[src/rtl/b85_pkg.sv]
// b85_pkg: shared types, constants and helpers for the base-85 stream decoder
// no dependencies; used by b85_step and base85_stream_decoder
package b85_pkg;

  localparam logic [7:0] CharFirst = 8'h21;  // '!'
  localparam logic [7:0] CharLast  = 8'h75;  // 'u'
  localparam logic [7:0] ChSpace   = 8'h20;
  localparam logic [7:0] ChTab     = 8'h09;
  localparam logic [7:0] ChLf      = 8'h0a;
  localparam logic [7:0] ChCr      = 8'h0d;
  localparam logic [7:0] ChFf      = 8'h0c;
  localparam logic [7:0] ChVt      = 8'h0b;

  localparam logic [2:0] GroupLen  = 3'd5;

  localparam logic [1:0] ERR_NONE     = 2'd0;
  localparam logic [1:0] ERR_BAD_CHAR = 2'd1;
  localparam logic [1:0] ERR_SINGLE   = 2'd2;

  typedef struct packed {
    logic [7:0] char_in;
    logic       end_of_input;
  } in_word_t;

  typedef struct packed {
    logic [7:0] data_byte;
    logic       byte_valid;
    logic [1:0] error_code;
    logic       run_last;
    logic       message_end;
  } out_word_t;

  // results of one item, sent word by word by the output stage
  typedef struct packed {
    logic [31:0] value;
    logic [1:0]  last_idx;
    logic        is_bytes;
    logic [1:0]  err;
    logic        msg_end;
  } bundle_t;

  function automatic logic [31:0] pow85(input logic [2:0] m);
    logic [31:0] p;
    case (m)
      3'd0:    p = 32'd1;
      3'd1:    p = 32'd85;
      3'd2:    p = 32'd7225;
      3'd3:    p = 32'd614125;
      3'd4:    p = 32'd52200625;
      default: p = 32'd1;
    endcase
    return p;
  endfunction

  function automatic logic is_space(input logic [7:0] c);
    return (c == ChSpace) || (c == ChTab) || (c == ChLf) ||
           (c == ChCr) || (c == ChFf) || (c == ChVt);
  endfunction

endpackage

[src/rtl/b85_step.sv]
// b85_step: next group state and result bundle for one character
// depends on b85_pkg
module b85_step (
  input  logic              [31:0] acc_i,
  input  logic              [2:0]  cnt_i,
  input  logic                     drop_i,
  input  logic                     ign_ws_i,
  input  b85_pkg::in_word_t        word_i,
  output logic              [31:0] acc_o,
  output logic              [2:0]  cnt_o,
  output logic                     drop_o,
  output logic                     has_res_o,
  output b85_pkg::bundle_t         bundle_o
);

  logic        last;
  logic        skip;
  logic        is_digit;
  logic [6:0]  digit;
  logic [2:0]  cnt_new;
  logic [31:0] mul_p;
  logic [31:0] add_a;
  logic [31:0] pad_pow;
  logic [31:0] value;

  assign last     = word_i.end_of_input;
  assign skip     = ign_ws_i && b85_pkg::is_space(word_i.char_in);
  assign is_digit = !skip && (word_i.char_in >= b85_pkg::CharFirst) &&
                    (word_i.char_in <= b85_pkg::CharLast);
  assign digit    = 7'(word_i.char_in - b85_pkg::CharFirst);
  assign cnt_new  = is_digit ? 3'(cnt_i + 3'd1) : cnt_i;

  // padding with 'u' digits folds into acc*85^m + 85^m - 1
  always_comb begin
    pad_pow = b85_pkg::pow85(3'(3'd4 - cnt_i));
    if (is_digit && !last) begin
      mul_p = 32'd85;
      add_a = {25'd0, digit};
    end else if (is_digit) begin
      mul_p = b85_pkg::pow85(3'(b85_pkg::GroupLen - cnt_i));
      add_a = 32'({25'd0, digit} * pad_pow) + pad_pow - 32'd1;
    end else begin
      mul_p = b85_pkg::pow85(3'(b85_pkg::GroupLen - cnt_i));
      add_a = b85_pkg::pow85(3'(b85_pkg::GroupLen - cnt_i)) - 32'd1;
    end
  end

  assign value = 32'(acc_i * mul_p) + add_a;

  always_comb begin
    acc_o              = acc_i;
    cnt_o              = cnt_i;
    drop_o             = drop_i;
    has_res_o          = 1'b0;
    bundle_o.value     = value;
    bundle_o.last_idx  = 2'd0;
    bundle_o.is_bytes  = 1'b0;
    bundle_o.err       = b85_pkg::ERR_NONE;
    bundle_o.msg_end   = last;
    if (drop_i) begin
      drop_o = !last;
    end else if (!skip && !is_digit) begin
      acc_o            = '0;
      cnt_o            = '0;
      drop_o           = !last;
      has_res_o        = 1'b1;
      bundle_o.err     = b85_pkg::ERR_BAD_CHAR;
      bundle_o.msg_end = 1'b1;
    end else if (cnt_new == b85_pkg::GroupLen) begin
      acc_o             = '0;
      cnt_o             = '0;
      has_res_o         = 1'b1;
      bundle_o.is_bytes = 1'b1;
      bundle_o.last_idx = 2'd3;
    end else if (last) begin
      acc_o     = '0;
      cnt_o     = '0;
      has_res_o = 1'b1;
      if (cnt_new == 3'd1) begin
        bundle_o.err = b85_pkg::ERR_SINGLE;
      end else if (cnt_new != 3'd0) begin
        bundle_o.is_bytes = 1'b1;
        bundle_o.last_idx = 2'(cnt_new - 3'd2);
      end
    end else if (is_digit) begin
      acc_o = value;
      cnt_o = cnt_new;
    end
  end

endmodule

[src/rtl/base85_stream_decoder.sv]
// base85_stream_decoder: streaming base-85 decoder, one character in, up to four bytes out
// depends on b85_pkg and b85_step
//
//   port group   direction  handshake              payload
//   in_*         input      in_valid_i/in_stall_o   b85_pkg::in_word_t
//   out_*        output     out_valid_o/out_stall_i b85_pkg::out_word_t
//   cfg_*        input      cfg_we_i                cfg_wdata_i (ignore whitespace)
//
// a character is registered, then decoded combinationally into a result bundle
// the bundle register sends one word per cycle while out_stall_i is low, so a group
// of five digits yields four output words; characters with no result pass at one per cycle
// a new bundle loads in the cycle the last word of the old one is taken
// reset clears group state, error dropping and the config bit
module base85_stream_decoder (
  input  logic                clk_i,
  input  logic                rst_ni,
  input  logic                in_valid_i,
  output logic                in_stall_o,
  input  b85_pkg::in_word_t   in_word_i,
  output logic                out_valid_o,
  input  logic                out_stall_i,
  output b85_pkg::out_word_t  out_word_o,
  input  logic                cfg_we_i,
  input  logic                cfg_wdata_i
);

  logic              ign_ws_q;
  logic              in_vld_q, in_vld_d;
  b85_pkg::in_word_t in_q;
  logic [31:0]       acc_q, acc_d;
  logic [2:0]        cnt_q, cnt_d;
  logic              drop_q, drop_d;
  logic              has_res;
  b85_pkg::bundle_t  bnd_new;
  b85_pkg::bundle_t  bnd_q;
  logic              bnd_vld_q;
  logic [1:0]        idx_q;
  logic              out_take;
  logic              out_done;
  logic              bnd_free;
  logic              s1_fire;
  logic              in_take;

  b85_step u_step (
    .acc_i     (acc_q),
    .cnt_i     (cnt_q),
    .drop_i    (drop_q),
    .ign_ws_i  (ign_ws_q),
    .word_i    (in_q),
    .acc_o     (acc_d),
    .cnt_o     (cnt_d),
    .drop_o    (drop_d),
    .has_res_o (has_res),
    .bundle_o  (bnd_new)
  );

  assign out_take   = bnd_vld_q && !out_stall_i;
  assign out_done   = out_take && (idx_q == bnd_q.last_idx);
  assign bnd_free   = !bnd_vld_q || out_done;
  assign s1_fire    = in_vld_q && (!has_res || bnd_free);
  assign in_stall_o = in_vld_q && !s1_fire;
  assign in_take    = in_valid_i && !in_stall_o;
  assign in_vld_d   = in_take || (in_vld_q && !s1_fire);

  always_ff @(posedge clk_i or negedge rst_ni) begin
    if (!rst_ni) begin
      ign_ws_q <= 1'b0;
    end else if (cfg_we_i) begin
      ign_ws_q <= cfg_wdata_i;
    end
  end

  always_ff @(posedge clk_i or negedge rst_ni) begin
    if (!rst_ni) begin
      in_vld_q <= 1'b0;
      acc_q    <= '0;
      cnt_q    <= '0;
      drop_q   <= 1'b0;
    end else begin
      in_vld_q <= in_vld_d;
      if (s1_fire) begin
        acc_q  <= acc_d;
        cnt_q  <= cnt_d;
        drop_q <= drop_d;
      end
    end
  end

  always_ff @(posedge clk_i) begin
    if (in_take) begin
      in_q <= in_word_i;
    end
  end

  always_ff @(posedge clk_i or negedge rst_ni) begin
    if (!rst_ni) begin
      bnd_vld_q <= 1'b0;
      idx_q     <= '0;
    end else if (s1_fire && has_res) begin
      bnd_vld_q <= 1'b1;
      idx_q     <= '0;
    end else if (out_done) begin
      bnd_vld_q <= 1'b0;
      idx_q     <= '0;
    end else if (out_take) begin
      idx_q <= idx_q + 2'd1;
    end
  end

  always_ff @(posedge clk_i) begin
    if (s1_fire && has_res) begin
      bnd_q <= bnd_new;
    end
  end

  // big-endian byte select from the group word
  always_comb begin
    out_word_o.data_byte   = '0;
    out_word_o.byte_valid  = bnd_q.is_bytes;
    out_word_o.error_code  = bnd_q.err;
    out_word_o.run_last    = (idx_q == bnd_q.last_idx);
    out_word_o.message_end = (idx_q == bnd_q.last_idx) && bnd_q.msg_end;
    if (bnd_q.is_bytes) begin
      out_word_o.data_byte = 8'(bnd_q.value >> (5'd24 - {idx_q, 3'b000}));
    end
  end

  assign out_valid_o = bnd_vld_q;

  a_idx_in_range: assert property (@(posedge clk_i) disable iff (!rst_ni)
    bnd_vld_q |-> idx_q <= bnd_q.last_idx)
    else $error("result index past end of bundle");

  a_cnt_range: assert property (@(posedge clk_i) disable iff (!rst_ni)
    cnt_q < b85_pkg::GroupLen)
    else $error("digit count reached a full group");

  a_drop_clear: assert property (@(posedge clk_i) disable iff (!rst_ni)
    drop_q |-> (cnt_q == 3'd0) && (acc_q == 32'd0))
    else $error("group state not cleared while dropping");

  a_single_word: assert property (@(posedge clk_i) disable iff (!rst_ni)
    (bnd_vld_q && !bnd_q.is_bytes) |-> bnd_q.last_idx == 2'd0)
    else $error("error or marker bundle with more than one word");

  a_no_lost_bundle: assert property (@(posedge clk_i) disable iff (!rst_ni)
    (s1_fire && has_res) |-> bnd_free)
    else $error("bundle overwritten before fully sent");

endmodule
[config.mk]
export PLATFORM = sky130hd
export DESIGN_NAME = base85_stream_decoder
export DESIGN_NICKNAME = d
export VERILOG_FILES = /design/src/rtl/b85_pkg.sv /design/src/rtl/b85_step.sv /design/src/rtl/base85_stream_decoder.sv
export SDC_FILE = /design/constraint.sdc
export NUM_CORES = 1
export LEC_CHECK = 0
export BUFFER_PORTS_ARGS = -buffer_cell sky130_fd_sc_hd__clkbuf_2
export CORE_ASPECT_RATIO = 1.4
export CORE_MARGIN = 5
export CORE_UTILIZATION = 43
export CTS_BUF_LIST = sky130_fd_sc_hd__clkbuf_4
export DETAILED_ROUTE_END_ITERATION = 7
export GPL_TIMING_DRIVEN = 0
export RECOVER_POWER = 50
export SETUP_SLACK_MARGIN = 0.05
export SLEW_MARGIN = 25
export SYNTH_ARGS = -nofsm -noshare
export SYNTH_HDL_FRONTEND = slang
export SYNTH_SLANG_ARGS = --single-unit
[constraint.sdc]
create_clock -name clk_i -period 17 [get_ports clk_i]
set_clock_uncertainty 0.05 [all_clocks]
set_input_delay 1.7 -clock clk_i [delete_from_list [all_inputs] [get_ports clk_i]]
set_output_delay 1.7 -clock clk_i [all_outputs]
set_load 0.01 [all_outputs]
Word-level counts from Yosys, hierarchy flattened
Cells that the tools add are included.
- reductions and logical operators: 35
- muxes and demuxes: 37
- shifts and indexed selects: 1
- equal/unequal tests: 17
- multiply operators: 2
- magnitude comparators: 2
- bitwise gates (word level): 2
- add/subtract/negate cells: 11
- operators with widths (operator ; number):
    $mux W32 ; 9
    $pmux W26 S4 ; 2
    $sub A32 B1 Y32 const B ; 2
    $eq A8 B4 Y1 const B ; 5
    $add A32 B26 Y32 ; 1
    $add A32 B32 Y32 ; 1
    $mul A32 B32 Y32 ; 1
    $mul A7 B26 Y32 ; 1
    $shr A32 B5 Y8 ; 1
    $mux W3 ; 8
    $eq A3 B2 Y1 const B ; 4
    $logic_and A1 B1 Y1 ; 12
    $mux W1 ; 12
    $eq A3 B1 Y1 const B ; 3
    $eq A3 B3 Y1 const B ; 3
    $eq A8 B6 Y1 const B ; 1
    $ge A8 B6 Y1 const B ; 1
    $le A8 B7 Y1 const B ; 1
    $logic_not A1 Y1 ; 8
    $logic_or A1 B1 Y1 ; 8
    $mux W2 ; 4
    $mux W8 ; 1
    $sub A7 B6 Y7 const B ; 1
    $reduce_bool A3 Y1 ; 2
    13 further kinds ; 15
- register bits after elaboration: 88
- word-level logic and storage cells: 122
- output and inout bits: 15

Depth between registers and ports, before layout
- depth in word-level cells: 23
- mapped depth: 49
- gate-level depth less buffers: 49

Modules after synthesis
Synthesis repeated with hierarchy kept, for this count alone.
- cell total of the unflattened synthesis: 2506
- area, all modules: 23367.4 µm²
- by module, submodules not included (module ; area an instance (µm²) ; times used ; cells an instance):
    b85_step ; 18739.2 ; 1 ; 2117
    base85_stream_decoder ; 4628.2 ; 1 ; 389

Worst setup path before layout
No wires, ideal clock.
- path type: flip-flop to flip-flop
- start point: reg cnt_q[1]
- end point: reg bnd_q[37] (netlist bit) (data pin)
- library setup time: 0.258 ns
- stages on the path, launching flop included: 45
- path slack: 5.024 ns
- period minus slack after synthesis: 11.976 ns
- arrival time: 11.668 ns
- cell sequence: dfrtp_1 -> inv_1 -> ha_1 -> xnor2_1 -> nor2_1 -> nor2_1 -> inv_1 -> nand2b_1 -> fa_1 -> inv_1 -> fa_1 -> fa_1 -> fa_1 -> ha_1 -> a21o_1 -> a21oi_1 -> o21ai_0 -> a211o_1 -> (+9 left out) -> fa_1 -> inv_1 -> fa_1 -> inv_1 -> ha_1 -> fa_1 -> inv_1 -> fa_1 -> inv_1 -> ha_1 -> a211o_1 -> o221a_1 -> or3_1 -> o221a_2 -> o41a_1 -> a211oi_2 -> xnor3_1 -> xor2_1
- RTL lines (item ; RTL line ; source):
    start, declared ; base85_stream_decoder.sv:31 ; logic [2:0] cnt_q, cnt_d;
    start signal, assigned ; base85_stream_decoder.sv:83 ; cnt_q <= cnt_d;
    end signal, assigned ; base85_stream_decoder.sv:112 ; bnd_q <= bnd_new;
    end, declared ; base85_stream_decoder.sv:35 ; b85_pkg::bundle_t bnd_q;

==> results.yml <==
outcome:
  status: "finished with violations"
  failed_checks: "capacitance limit, slew limit"
global_route:
  antenna_found_initial: 0
  grt_pass1_wl_um: 96700
  grt_start_max_net_pins: 42
  grt_pass1_vias: 17600
  track_usage: 0.224
  grt-ovfl-total: 0
yosys:
  syn-num-nets: 3031
  ys_seq_area_frac: 0.111
  syn_area_sq_um: 21900
  async_flop_share: 0.466
  syn_inst: 2303
  synth_warnings: 0
  ys.flop_type: "edfxtp_1"
  synth_cell_type_count: 67
  synth-seq-cells: 88
  synth-edff-count: 47
  avgSynthCellArea_sq_um: 9.49
floorplan:
  die_h_um: 277
  core_area_sq_um: 50200
  num_io_pins: 30
  initial_core_util: 0.435
  floorplan.die_area_sq_um: 55500
  rows: 97
  die_w_um: 201
routing:
  wl_per_cell_um: 20.4
  vias: 15500
  postRouteAntennaNets: 0
  drcViolationCount: 0
  detail_route.wirelength_um: 61200
  detail_route.iter0.violations: 771
  first_pass_iters: 6
  via_per_inst: 5.17
critical_path:
  reg2reg_to: "bnd_q[37]"
  worstSetupPathType: "reg2reg"
  path_common_cell: "inv_1"
  path_buf_inv: 12
  cpMaxStageDelayCell: "edfxtp_1"
  cp.required_ns: 17.20
  r2r_slack_ns: 2.83
  rr_startpoint: "in_q[1]"
  critPathArrivalTime_ns: 14.37
  rr_worst_depth: 47
  start_kind: "flip-flop"
  path_max_fanout: 10
  cp_top_family: "adder cells"
  end_kind: "flip-flop"
  slowest_delay_ns: 0.65
clock_tree:
  clock_path_buffers: 2
  numCtsBuffers: 9
  cts-resized-gates: 0
  cts_setup_buffers: 0
  worstSkewPairLatency_ns: 0.49
  htreeDepth: 3
  cts_tree: "yes"
  cts_sinks: 88
  cts.reportedPaths.clkPinSlew_ns: 0.19
  postCtsHoldBufs: 0
  root_buffer: "clkbuf_4"
timing:
  worst_pin_slew_ns: 2.45
  slew_headroom: -0.630
  post-route-min-period_ns: 14.17
  finalSetupTns_ns: 0
  max_freq_mhz: 70.6
  setup_viol: 0
  slew_viol_final: 77
  hold_viol_final: 0
  grt_setup_unrepaired: "no"
  finalCritPeriodShare: 0.833
placed_design:
  portBuffers: 29
  gp_congestion: 0.947
  place_hpwl_um: 55300
final_layout:
  antenna_cells: 0
  area_growth_pct: 4.98
  fillerInstances: 4976
  drive_gt1_frac: 0.0298
  final_nets: 3072
flow_run:
  max_cap_viol_count: 2
hold_path:
  holdPathStages: 1
  hp-start: "in_vld_q"
  hold_end: "drop_q"
  min_path_type: "reg2reg"
## cells by family after synthesis
logic type | Yosys count | share of synthesized area
adder cells (fa/ha/maj) | 713 | 0.547
buffers and inverters | 707 | 0.122
AND/OR/NAND/NOR | 439 | 0.0946
AO/OA/AOI/OAI | 250 | 0.0754
XOR/XNOR | 96 | 0.0397
flip-flops | 88 | 0.111
multiplexers | 10 | 0.00921
## final cells by class
class / count / area (sq um) / area share
Clock inverter: 7 / 73.8 / 0.00322
Inverter: 649 / 2440 / 0.106
Sequential cell: 88 / 2440 / 0.106
Clock buffer: 9 / 67.6 / 0.00294
Timing Repair Buffer: 30 / 139 / 0.00605
Multi-Input combinational cell: 1508 / 16800 / 0.730
Tap cell: 643 / 805 / 0.0351
Buffer: 58 / 241 / 0.0105
## registers in the layout, summed over array words and instances, names as in the netlist
register     cells
in_q             9
in_vld_q         1
out_valid_o      1
acc_q           32
cnt_q            3
bnd_q           35
idx_q            2
ign_ws_q         1
out_word_o       3
drop_q           1
## worst max path at each step
stage                        start   endpoint  depth (start not counted)
final                      in_q[1]  bnd_q[37]                         47
after global routing       in_q[1]  bnd_q[37]                         47
after CTS                  in_q[1]  bnd_q[37]                         47
after detailed placement   in_q[1]  bnd_q[37]                         47
after global placement    cnt_q[1]  bnd_q[37]                         46
after floorplan           cnt_q[1]  bnd_q[37]                         44
## per-layer routing
layer / wire length [um] / global-route usage
met1: 22800 / 0.250
met2: 32800 / 0.427
met3: 1630 / 0.0158
met4: 3950 / 0.114
met5: 0 / 0
## metrics by stage
step	setup WS (ns)	utilization	hold slack [ns]	instance area, sq um	instances
final	2.83	0.457	0.452	23000	2992
after global routing	2.25	0.457	0.484	23000	2992
after CTS	2.81	0.457	0.453	23000	2992
after detailed placement	2.86	0.455	0.437	22800	2976
after global placement	3.01	0.454	0.432	22800	2975
after floorplan	5.02	-	0.409	21900	2303
## cells in the final DEF (no fill, tap or decap), types with 12 or more instances in the layout
cell type  netlist  final
o21a_1          13     13
nand3_1         14     14
a21oi_1         53     53
clkbuf_1        48     58
nor2b_1         12     12
nand2_1        200    200
xor2_1          29     29
edfxtp_1        47     47
a22o_1          18     18
inv_1          648    648
clkbuf_2         2     23
ha_1           308    308
fa_1           405    405
nand2b_1        12     12
xnor2_1         65     65
o21ai_0         58     58
a21o_1          31     31
dfrtp_1         41     41
nor2_1          69     69
and2_1          76     76
## cell usage after synthesis, types with 41 or more instances
cell	count	area share
a21oi_1	53	0.012
and2_1	76	0.022
clkbuf_1	48	0.0082
dfrtp_1	41	0.047
edfxtp_1	47	0.065
fa_1	405	0.37
ha_1	308	0.18
inv_1	648	0.11
nand2_1	200	0.034
nor2_1	69	0.012
o21ai_0	58	0.013
xnor2_1	65	0.026
Power is not shown: default switching activity piles up to over one toggle a cycle in this logic, so the estimate is an artifact.
